### src/sv/urc_pkg.sv
// shared types and constants of the two-channel ultrasonic ranging controller
// no dependencies; imported by the top, datapath and controller modules, not by the divider
`default_nettype none

package urc_pkg;

  // stream and configuration widths
  localparam int unsigned IN_W       = 8;
  localparam int unsigned OUT_W      = 32;
  localparam int unsigned CFG_ADDR_W = 2;
  localparam int unsigned CFG_DATA_W = 16;
  localparam int unsigned DIST_W     = 24;
  localparam int unsigned TRIG_W     = 8;
  localparam int unsigned DIVR_W     = 16;
  localparam int unsigned OFF_W      = 8;

  // register indexes
  typedef enum logic [CFG_ADDR_W-1:0] {
    REG_TRIGGER_TICKS = 2'd0,
    REG_DIVISOR       = 2'd1,
    REG_OFFSET        = 2'd2
  } urc_reg_t;

  // register reset values
  localparam logic [TRIG_W-1:0] TRIGGER_TICKS_RST = 8'd15;
  localparam logic [DIVR_W-1:0] DIVISOR_RST       = 16'd87;
  localparam logic [OFF_W-1:0]  OFFSET_RST        = 8'd2;

  localparam logic [DIST_W-1:0] DIST_MAX = '1;

  // result word, packed from the highest bit down
  typedef struct packed {
    logic [3:0]        pad;
    logic [DIST_W-1:0] distance;
    logic              done_res;
    logic              busy_res;
    logic              trigger_b;
    logic              trigger_a;
  } urc_out_t;

  // controller to datapath commands
  typedef struct packed {
    logic chan_load;
    logic trig_load;
    logic trig_inc;
    logic pulse_clr;
    logic pulse_inc;
    logic div_start;
    logic dist_load;
    logic out_load;
    logic out_trig;
    logic out_busy;
    logic out_done;
  } urc_cmd_t;

  // datapath to controller status
  typedef struct packed {
    logic echo_sel;
    logic trig_done;
    logic div_done;
  } urc_sts_t;

endpackage

`default_nettype wire

### src/sv/ultrasonic_range_controller.sv
// two-channel ultrasonic ranging controller, one request per timer tick
// ordinary ticks are answered in the cycle after the request; the tick that
//   ends an echo waits for the one-bit-per-cycle divider before the result is loaded
// throughput: one request per cycle while the result stream is not stalled, except after
//   an echo end, which holds the input until the divider is done and its result is loaded
// reset: synchronous active-low rst_n; registers return to 15, 87 and 2, phase idle
`default_nettype none

module ultrasonic_range_controller #(
  parameter int unsigned COUNT_WIDTH = 24
) (
  input  wire logic                           clk,
  input  wire logic                           rst_n,
  // configuration write port
  input  wire logic                           cfg_we,
  input  wire logic [urc_pkg::CFG_ADDR_W-1:0] cfg_addr,
  input  wire logic [urc_pkg::CFG_DATA_W-1:0] cfg_wdata,
  // tick request stream
  input  wire logic                           in_tvalid,
  output logic                                in_tready,
  input  wire logic [urc_pkg::IN_W-1:0]       in_tdata,  // start_req, channel, echo_a, echo_b
  // result stream
  output logic                                out_tvalid,
  input  wire logic                           out_tready,
  output logic [urc_pkg::OUT_W-1:0]           out_tdata  // trigger_a, trigger_b, busy_res,
                                                         // done_res, distance[23:0]
);

  import urc_pkg::*;

  urc_cmd_t cmd;
  urc_sts_t sts;
  urc_out_t out_data;

  urc_ctrl u_ctrl (
    .clk        (clk),
    .rst_n      (rst_n),
    .in_tvalid  (in_tvalid),
    .in_tready  (in_tready),
    .start_req  (in_tdata[0]),
    .out_tvalid (out_tvalid),
    .out_tready (out_tready),
    .sts        (sts),
    .cmd        (cmd)
  );

  urc_dp #(
    .COUNT_WIDTH (COUNT_WIDTH)
  ) u_dp (
    .clk       (clk),
    .rst_n     (rst_n),
    .cfg_we    (cfg_we),
    .cfg_addr  (cfg_addr),
    .cfg_wdata (cfg_wdata),
    .channel   (in_tdata[1]),
    .echo_a    (in_tdata[2]),
    .echo_b    (in_tdata[3]),
    .cmd       (cmd),
    .sts       (sts),
    .out_data  (out_data)
  );

  assign out_tdata = out_data;

endmodule

`default_nettype wire

### src/sv/urc_div.sv
// restoring divider, one quotient bit per cycle
// depends on nothing outside this file
`default_nettype none

module urc_div #(
  parameter int unsigned NUM_W = 26,
  parameter int unsigned DEN_W = 17
) (
  input  wire logic             clk,
  input  wire logic             rst_n,
  input  wire logic             start,
  input  wire logic [NUM_W-1:0] num,
  input  wire logic [DEN_W-1:0] den,
  output logic                  done,
  output logic [NUM_W-1:0]      quo
);

  localparam int unsigned CNT_W = $clog2(NUM_W + 1);

  logic             busy_r, busy_nxt;
  logic             done_r, done_nxt;
  logic [CNT_W-1:0] cnt_r, cnt_nxt;
  logic [DEN_W-1:0] den_r;
  logic [DEN_W-1:0] rem_r, rem_nxt;
  logic [NUM_W-1:0] nq_r, nq_nxt;
  logic [DEN_W:0]   rem_sh;
  logic             ge;

  // one shift-and-subtract step
  always_comb begin
    rem_sh   = {rem_r, nq_r[NUM_W-1]};
    ge       = (rem_sh >= {1'b0, den_r});
    rem_nxt  = ge ? DEN_W'(rem_sh - {1'b0, den_r}) : DEN_W'(rem_sh);
    nq_nxt   = {nq_r[NUM_W-2:0], ge};
    busy_nxt = busy_r;
    done_nxt = 1'b0;
    cnt_nxt  = cnt_r;
    if (start) begin
      busy_nxt = 1'b1;
      cnt_nxt  = CNT_W'(NUM_W);
    end else if (busy_r) begin
      cnt_nxt = cnt_r - 1'b1;
      if (cnt_r == CNT_W'(1)) begin
        busy_nxt = 1'b0;
        done_nxt = 1'b1;
      end
    end
  end

  // control registers
  always_ff @(posedge clk) begin
    if (!rst_n) begin
      busy_r <= 1'b0;
      done_r <= 1'b0;
      cnt_r  <= '0;
    end else begin
      busy_r <= busy_nxt;
      done_r <= done_nxt;
      cnt_r  <= cnt_nxt;
    end
  end

  // operand and partial remainder registers
  always_ff @(posedge clk) begin
    if (start) begin
      den_r <= den;
      rem_r <= '0;
      nq_r  <= num;
    end else if (busy_r) begin
      rem_r <= rem_nxt;
      nq_r  <= nq_nxt;
    end
  end

  assign done = done_r;
  assign quo  = nq_r;

endmodule

`default_nettype wire

### src/sv/urc_dp.sv
// datapath: configuration registers, counters, divider and result register
// depends on urc_pkg and urc_div
`default_nettype none

module urc_dp #(
  parameter int unsigned COUNT_WIDTH = 24
) (
  input  wire logic                              clk,
  input  wire logic                              rst_n,
  input  wire logic                              cfg_we,
  input  wire logic [urc_pkg::CFG_ADDR_W-1:0]    cfg_addr,
  input  wire logic [urc_pkg::CFG_DATA_W-1:0]    cfg_wdata,
  input  wire logic                              channel,
  input  wire logic                              echo_a,
  input  wire logic                              echo_b,
  input  wire urc_pkg::urc_cmd_t                 cmd,
  output urc_pkg::urc_sts_t                      sts,
  output urc_pkg::urc_out_t                      out_data
);

  import urc_pkg::*;

  localparam int unsigned NUM_W = COUNT_WIDTH + 2;
  localparam int unsigned DEN_W = DIVR_W + 1;
  localparam int unsigned WQ    = (NUM_W > DIST_W) ? NUM_W : DIST_W;

  logic [TRIG_W-1:0]      trig_ticks_r;
  logic [DIVR_W-1:0]      divisor_r;
  logic [OFF_W-1:0]       offset_r;
  logic                   chan_r;
  logic [TRIG_W-1:0]      trig_cnt_r;
  logic [COUNT_WIDTH-1:0] pulse_r;
  logic [DIST_W-1:0]      last_dist_r;
  urc_out_t               out_r;

  logic [TRIG_W-1:0] tt_eff;
  logic [DIVR_W-1:0] d_eff;
  logic [NUM_W-1:0]  num;
  logic [DEN_W-1:0]  den;
  logic              div_done;
  logic [NUM_W-1:0]  quo;
  logic [WQ-1:0]     q_ext;
  logic [WQ-1:0]     diff;
  logic [DIST_W-1:0] dist_calc;

  // configuration writes, unknown index ignored
  always_ff @(posedge clk) begin
    if (!rst_n) begin
      trig_ticks_r <= TRIGGER_TICKS_RST;
      divisor_r    <= DIVISOR_RST;
      offset_r     <= OFFSET_RST;
    end else if (cfg_we) begin
      case (cfg_addr)
        REG_TRIGGER_TICKS: trig_ticks_r <= cfg_wdata[TRIG_W-1:0];
        REG_DIVISOR:       divisor_r    <= cfg_wdata[DIVR_W-1:0];
        REG_OFFSET:        offset_r     <= cfg_wdata[OFF_W-1:0];
        default:           ;
      endcase
    end
  end

  // zero trigger-tick and divisor settings behave as one
  assign tt_eff = (trig_ticks_r == '0) ? TRIG_W'(1) : trig_ticks_r;
  assign d_eff  = (divisor_r == '0) ? DIVR_W'(1) : divisor_r;

  // status back to the controller
  assign sts.echo_sel  = chan_r ? echo_b : echo_a;
  assign sts.trig_done = (trig_cnt_r >= tt_eff);
  assign sts.div_done  = div_done;

  // channel, trigger and pulse counters
  always_ff @(posedge clk) begin
    if (!rst_n) begin
      chan_r     <= 1'b0;
      trig_cnt_r <= '0;
      pulse_r    <= '0;
    end else begin
      if (cmd.chan_load) begin
        chan_r <= channel;
      end
      if (cmd.trig_load) begin
        trig_cnt_r <= TRIG_W'(1);
      end else if (cmd.trig_inc) begin
        trig_cnt_r <= trig_cnt_r + 1'b1;
      end
      if (cmd.pulse_clr) begin
        pulse_r <= '0;
      end else if (cmd.pulse_inc && !(&pulse_r)) begin
        pulse_r <= pulse_r + 1'b1;
      end
    end
  end

  // rounded quotient (2*count + d) / (2*d)
  assign num = {1'b0, pulse_r, 1'b0} + NUM_W'(d_eff);
  assign den = {d_eff, 1'b0};

  urc_div #(
    .NUM_W (NUM_W),
    .DEN_W (DEN_W)
  ) u_div (
    .clk   (clk),
    .rst_n (rst_n),
    .start (cmd.div_start),
    .num   (num),
    .den   (den),
    .done  (div_done),
    .quo   (quo)
  );

  // offset subtract, clamp at zero and at full scale
  always_comb begin
    q_ext = WQ'(quo);
    diff  = q_ext - WQ'(offset_r);
    if (q_ext <= WQ'(offset_r)) begin
      dist_calc = '0;
    end else if (diff > WQ'(DIST_MAX)) begin
      dist_calc = DIST_MAX;
    end else begin
      dist_calc = DIST_W'(diff);
    end
  end

  // last distance
  always_ff @(posedge clk) begin
    if (!rst_n) begin
      last_dist_r <= '0;
    end else if (cmd.dist_load) begin
      last_dist_r <= dist_calc;
    end
  end

  // result register
  always_ff @(posedge clk) begin
    if (cmd.out_load) begin
      out_r.pad       <= '0;
      out_r.distance  <= cmd.dist_load ? dist_calc : last_dist_r;
      out_r.done_res  <= cmd.out_done;
      out_r.busy_res  <= cmd.out_busy;
      out_r.trigger_b <= cmd.out_trig && chan_r;
      out_r.trigger_a <= cmd.out_trig && !chan_r;
    end
  end

  assign out_data = out_r;

endmodule

`default_nettype wire

### src/sv/urc_ctrl.sv
// controller: measurement phase machine, item sequencing and stream handshake
// depends on urc_pkg
`default_nettype none

module urc_ctrl (
  input  wire logic              clk,
  input  wire logic              rst_n,
  input  wire logic              in_tvalid,
  output logic                   in_tready,
  input  wire logic              start_req,
  output logic                   out_tvalid,
  input  wire logic              out_tready,
  input  wire urc_pkg::urc_sts_t sts,
  output urc_pkg::urc_cmd_t      cmd
);

  import urc_pkg::*;

  typedef enum logic [4:0] {
    PH_IDLE      = 5'b00001,
    PH_WAIT_LOW  = 5'b00010,
    PH_TRIGGER   = 5'b00100,
    PH_WAIT_HIGH = 5'b01000,
    PH_COUNT     = 5'b10000
  } urc_phase_t;

  typedef enum logic [1:0] {
    SQ_READY = 2'b01,
    SQ_DIV   = 2'b10
  } urc_seq_t;

  urc_phase_t phase_r, phase_nxt;
  urc_seq_t   seq_r, seq_nxt;
  logic       out_valid_r, out_valid_nxt;
  logic       in_fire;
  logic       echo_end;

  assign in_tready = (seq_r == SQ_READY) && (!out_valid_r || out_tready);
  assign in_fire   = in_tvalid && in_tready;

  // next phase and commands
  always_comb begin
    cmd           = '0;
    phase_nxt     = phase_r;
    seq_nxt       = seq_r;
    echo_end      = 1'b0;
    out_valid_nxt = out_valid_r && !out_tready;
    case (seq_r)
      SQ_READY: begin
        if (in_fire) begin
          case (phase_r)
            PH_IDLE: begin
              if (start_req) begin
                cmd.chan_load = 1'b1;
                phase_nxt     = PH_WAIT_LOW;
              end
            end
            PH_WAIT_LOW: begin
              if (!sts.echo_sel) begin
                cmd.trig_load = 1'b1;
                phase_nxt     = PH_TRIGGER;
              end
            end
            PH_TRIGGER: begin
              if (sts.trig_done) begin
                phase_nxt = PH_WAIT_HIGH;
              end else begin
                cmd.trig_inc = 1'b1;
              end
            end
            PH_WAIT_HIGH: begin
              if (sts.echo_sel) begin
                cmd.pulse_clr = 1'b1;
                phase_nxt     = PH_COUNT;
              end
            end
            PH_COUNT: begin
              if (sts.echo_sel) begin
                cmd.pulse_inc = 1'b1;
              end else begin
                echo_end      = 1'b1;
                cmd.div_start = 1'b1;
                phase_nxt     = PH_IDLE;
              end
            end
            default: begin
              phase_nxt = PH_IDLE;
            end
          endcase
          // echo end waits for the divider, other ticks answer at once
          if (echo_end) begin
            seq_nxt = SQ_DIV;
          end else begin
            cmd.out_load = 1'b1;
            cmd.out_trig = (phase_nxt == PH_TRIGGER);
            cmd.out_busy = (phase_nxt != PH_IDLE);
          end
        end
      end
      SQ_DIV: begin
        if (sts.div_done) begin
          cmd.dist_load = 1'b1;
          cmd.out_load  = 1'b1;
          cmd.out_done  = 1'b1;
          seq_nxt       = SQ_READY;
        end
      end
      default: begin
        seq_nxt = SQ_READY;
      end
    endcase
    if (cmd.out_load) begin
      out_valid_nxt = 1'b1;
    end
  end

  // state registers
  always_ff @(posedge clk) begin
    if (!rst_n) begin
      phase_r     <= PH_IDLE;
      seq_r       <= SQ_READY;
      out_valid_r <= 1'b0;
    end else begin
      phase_r     <= phase_nxt;
      seq_r       <= seq_nxt;
      out_valid_r <= out_valid_nxt;
    end
  end

  assign out_tvalid = out_valid_r;

endmodule

`default_nettype wire
### config.mk
export PLATFORM = sky130hd
export DESIGN_NAME = ultrasonic_range_controller
export DESIGN_NICKNAME = d
export VERILOG_FILES = /design/src/sv/urc_pkg.sv /design/src/sv/ultrasonic_range_controller.sv /design/src/sv/urc_div.sv /design/src/sv/urc_dp.sv /design/src/sv/urc_ctrl.sv
export SDC_FILE = /design/constraint.sdc
export NUM_CORES = 1
export LEC_CHECK = 0
export ABC_AREA = 1
export BUFFER_PORTS_ARGS = -buffer_cell sky130_fd_sc_hd__buf_2
export CAP_MARGIN = 10
export CORE_ASPECT_RATIO = 0.7
export CORE_UTILIZATION = 55
export CTS_BUF_LIST = sky130_fd_sc_hd__clkbuf_4
export DETAILED_ROUTE_END_ITERATION = 8
export PLACE_DENSITY = 0.85
export SLEW_MARGIN = 20
export SYNTH_ARGS = -nofsm -noshare
export SYNTH_HDL_FRONTEND = slang
export SYNTH_SLANG_ARGS = --single-unit
### constraint.sdc
create_clock -name clk -period 3.7 [get_ports clk]
set_input_delay 1.11 -clock clk [delete_from_list [all_inputs] [get_ports clk]]
set_output_delay 1.11 -clock clk [all_outputs]
set_load 0.02 [all_outputs]
==> flow_metrics.env <==
export IMPL_numPortBuffers=56
export IMPL_timing_fmax_mhz=360
export IMPL_clk_pin_slew_ns=0.16
export IMPL_status="finished with violations"
export IMPL_slew_viol_final=0
export IMPL_skew_ns=0.0286
export IMPL_tritoncts="yes"
export IMPL_p_per_area_nw_per_um2=377
export IMPL_grt_pass1_wl_mm=44.8
export IMPL_cts_sinks=191
export IMPL_synthDistinctLibCells=51
export IMPL_gp_congestion=0.946
export IMPL_coreArea_um2=20100
export IMPL_finalCriticalPeriod_ns=2.77
export IMPL_r2r_start="u_dp.u_div.rem_r[15]"
export IMPL_root_buffer="clkbuf_4"
export IMPL_grt_usage_pct=26.4
export IMPL_syn_inst=1549
export IMPL_yosys_warnings=0
export IMPL_drt_wl_total_mm=27.2
export IMPL_post_cts_buffers=0
export IMPL_die_area_um2=21400
export IMPL_num_antenna_cells=0
export IMPL_criticalPathCategory="flop to flop"
export IMPL_grt_setup_unrepaired="false"
export IMPL_min_delay_start="u_dp.offset_r[2]"
export IMPL_required_ns=4.22
export IMPL_hold_class="flop to flop"
export IMPL_dp_hpwl_mm=20.6
export IMPL_postCtsHoldBufs=0
export IMPL_endpoint_kind="flop"
export IMPL_seq_area_frac_synth_pct=39.5
export IMPL_ys_flop_type="dfxtp_1"
export IMPL_final_cells=1863
export IMPL_setup_viol_count_final=0
export IMPL_drtIter0Drc=895
export IMPL_tns_ns=0
export IMPL_dp_cells=1831
export IMPL_rrSetupSlack_ns=0.93
export IMPL_drive_above_1_share_pct=10.9
export IMPL_cts_buffer_depth=2
export IMPL_h_tree_depth=4
export IMPL_syn_area_per_cell_um2=7.39
export IMPL_violations="design-rule violations"
export IMPL_min_period_over_period_pct=75.0
export IMPL_power_mw=4.57
export IMPL_clock_latency_ns=0.61
export IMPL_ir_drop_v=0.000283
export IMPL_async_flop_share_pct=0
export IMPL_die_y_um=123
export IMPL_ant_nets=0
export IMPL_ys_seq_elements=191
export IMPL_cts_buffers=17
export IMPL_drc=2
export IMPL_crit_arrival_ns=3.29
export IMPL_syn_area_um2=11400
export IMPL_grt_max_degree=42
export IMPL_ctsResizeCount=0
export IMPL_antenna_found_initial=0
export IMPL_rows=43
export IMPL_p_leak_nw=5.36
export IMPL_crit_path_start_kind="flop"
export IMPL_crit_start="u_dp.u_div.rem_r[15]"
export IMPL_vias_per_cell=5.45
export IMPL_first_global_vias=9120
export IMPL_syn2layout_area_growth_pct=5.91
export IMPL_route_vias_total=10100
export IMPL_synth_edf_count=70
export IMPL_die_w_um=174
export IMPL_num_nets_final=1667
export IMPL_max_slew_margin_pct=36.4
export IMPL_floorplan_initialDensity_pct=56.9
export IMPL_drt_pre_antenna_iters=7
export IMPL_pin_count=65
export IMPL_hold_viol=0
export IMPL_tightestPinTransition_ns=0.948
export IMPL_cp_max_fo=18
export IMPL_grt_ovfl_total=0
export IMPL_max_cap_viol_count=0
export IMPL_wire_per_inst_um=14.6
-- sequential cells by signal, indices dropped and copies added, names as in the netlist --
name / count
u_dp.offset_r: 8
u_dp.pulse_r: 24
u_dp.out_data: 28
u_dp.u_div.busy_r: 1
u_dp.u_div.den_r: 16
u_ctrl.phase_r: 5
u_dp.divisor_r: 16
u_dp.u_div.cnt_r: 5
u_dp.chan_r: 1
u_dp.last_dist_r: 24
u_dp.u_div.quo: 26
u_ctrl.seq_r: 2
u_ctrl.out_tvalid: 1
u_dp.u_div.rem_r: 17
u_dp.trig_ticks_r: 8
u_dp.u_div.done: 1
u_dp.trig_cnt_r: 8
-- cell type report --
type                       instances  area (µm²)
clock buffer                      19         143
clock inverter                    13         153
fill                            1836        8000
inverter                         192         721
multi-input combinational       1114        5910
sequential                       191        4520
tap                              270         338
timing repair buffer              64         340
-- stage by stage --
stage	util, %	hold WS, ns	setup WS (ns)	area (µm²)
2_1_floorplan	-	0.427	0.730	11500
3_3_place_gp	58.8	0.442	0.678	11800
3_5_place_dp	58.8	0.452	0.579	11800
4_1_cts	60.3	0.473	0.911	12100
5_1_grt	60.3	0.491	0.726	12100
6_report	60.3	0.471	0.925	12100
-- layout by cell type, fill, tap and decap left out, drive strengths merged, types with 53 or more instances in the layout --
master	instances
a21oi	113
edfxtp	70
nand3	94
nand2	454
inv	197
ha	53
buf	64
o21ai	82
dfxtp	121
nor2	126
-- cells by family (layout without fill, tap and decap cells) --
| family | after synthesis | after routing | share of synthesized area (%) |
|---|---|---|---|
| xor gates and xnor gates | 53 | 53 | 4.05 |
| other | 1 | 4 | 0.0328 |
| AOI/OAI and AO/OA | 224 | 224 | 10.9 |
| buffers and inverters | 247 | 288 | 8.98 |
| adders and majority gates | 56 | 56 | 6.32 |
| and+or+nand+nor | 777 | 777 | 30.2 |
| DFF | 191 | 191 | 39.5 |
-- power breakdown --
part	total (mW)	internal (mW)	switching [mW]
sequential	2.48	2.40	0.0800
combinational	0.891	0.266	0.624
clock	1.19	0.434	0.761
-- final timing paths --
check	endpoint	depth (start not counted)
min	u_dp.offset_r[2]	2
min reg2reg	u_dp.offset_r[2]	2
max	u_dp.u_div.rem_r[14]	10
max reg2reg	u_dp.u_div.rem_r[14]	10
-- per-layer routing --
metal	part of all wire (%)	global-route usage, %	vias up
met5	0	0	-
met2	41	40.2	374
met4	1.3	5.81	0
met1	49	38.4	4606
li1	-	-	5136
met3	8.1	5.58	31
-- cell usage after synthesis (3+ instances only) --
cell type | n | area (µm²)
buf_2 | 8 | 40.0
inv_2 | 10 | 37.5
buf_4 | 9 | 67.6
fa_1 | 3 | 60.1
a21oi_1 | 102 | 510
nor3_1 | 26 | 130
nand4_1 | 41 | 257
edfxtp_1 | 70 | 2100
o21bai_1 | 6 | 45.0
nor2_1 | 117 | 439
a21o_1 | 3 | 22.5
o21ai_1 | 7 | 35.0
nand3_1 | 93 | 465
xor2_1 | 34 | 298
buf_6 | 5 | 56.3
xnor2_1 | 19 | 166
nand2_2 | 29 | 181
nor2_2 | 7 | 43.8
nor4_1 | 8 | 50.1
or2_2 | 6 | 37.5
ha_1 | 53 | 663
nand2_1 | 423 | 1590
inv_1 | 182 | 683
nand3b_1 | 8 | 60.1
o21a_1 | 4 | 30.0
a21oi_2 | 10 | 87.6
clkbuf_1 | 31 | 116
dfxtp_1 | 121 | 2420
o211ai_1 | 8 | 60.1
o21ai_0 | 73 | 365
-- worst max-delay path, stage by stage, from the launching register on --
cell and delay [ns]:
dfxtp_1 0.37, ha_1 0.31, inv_1 0.07, nor2_1 0.14
nand2_1 0.09, nor2_1 0.26, nand4_2 0.52, nand4_2 0.65
nand2_1 0.12, nand3_1 0.10, nand2_1 0.05
(Power assumes the default switching activity.)
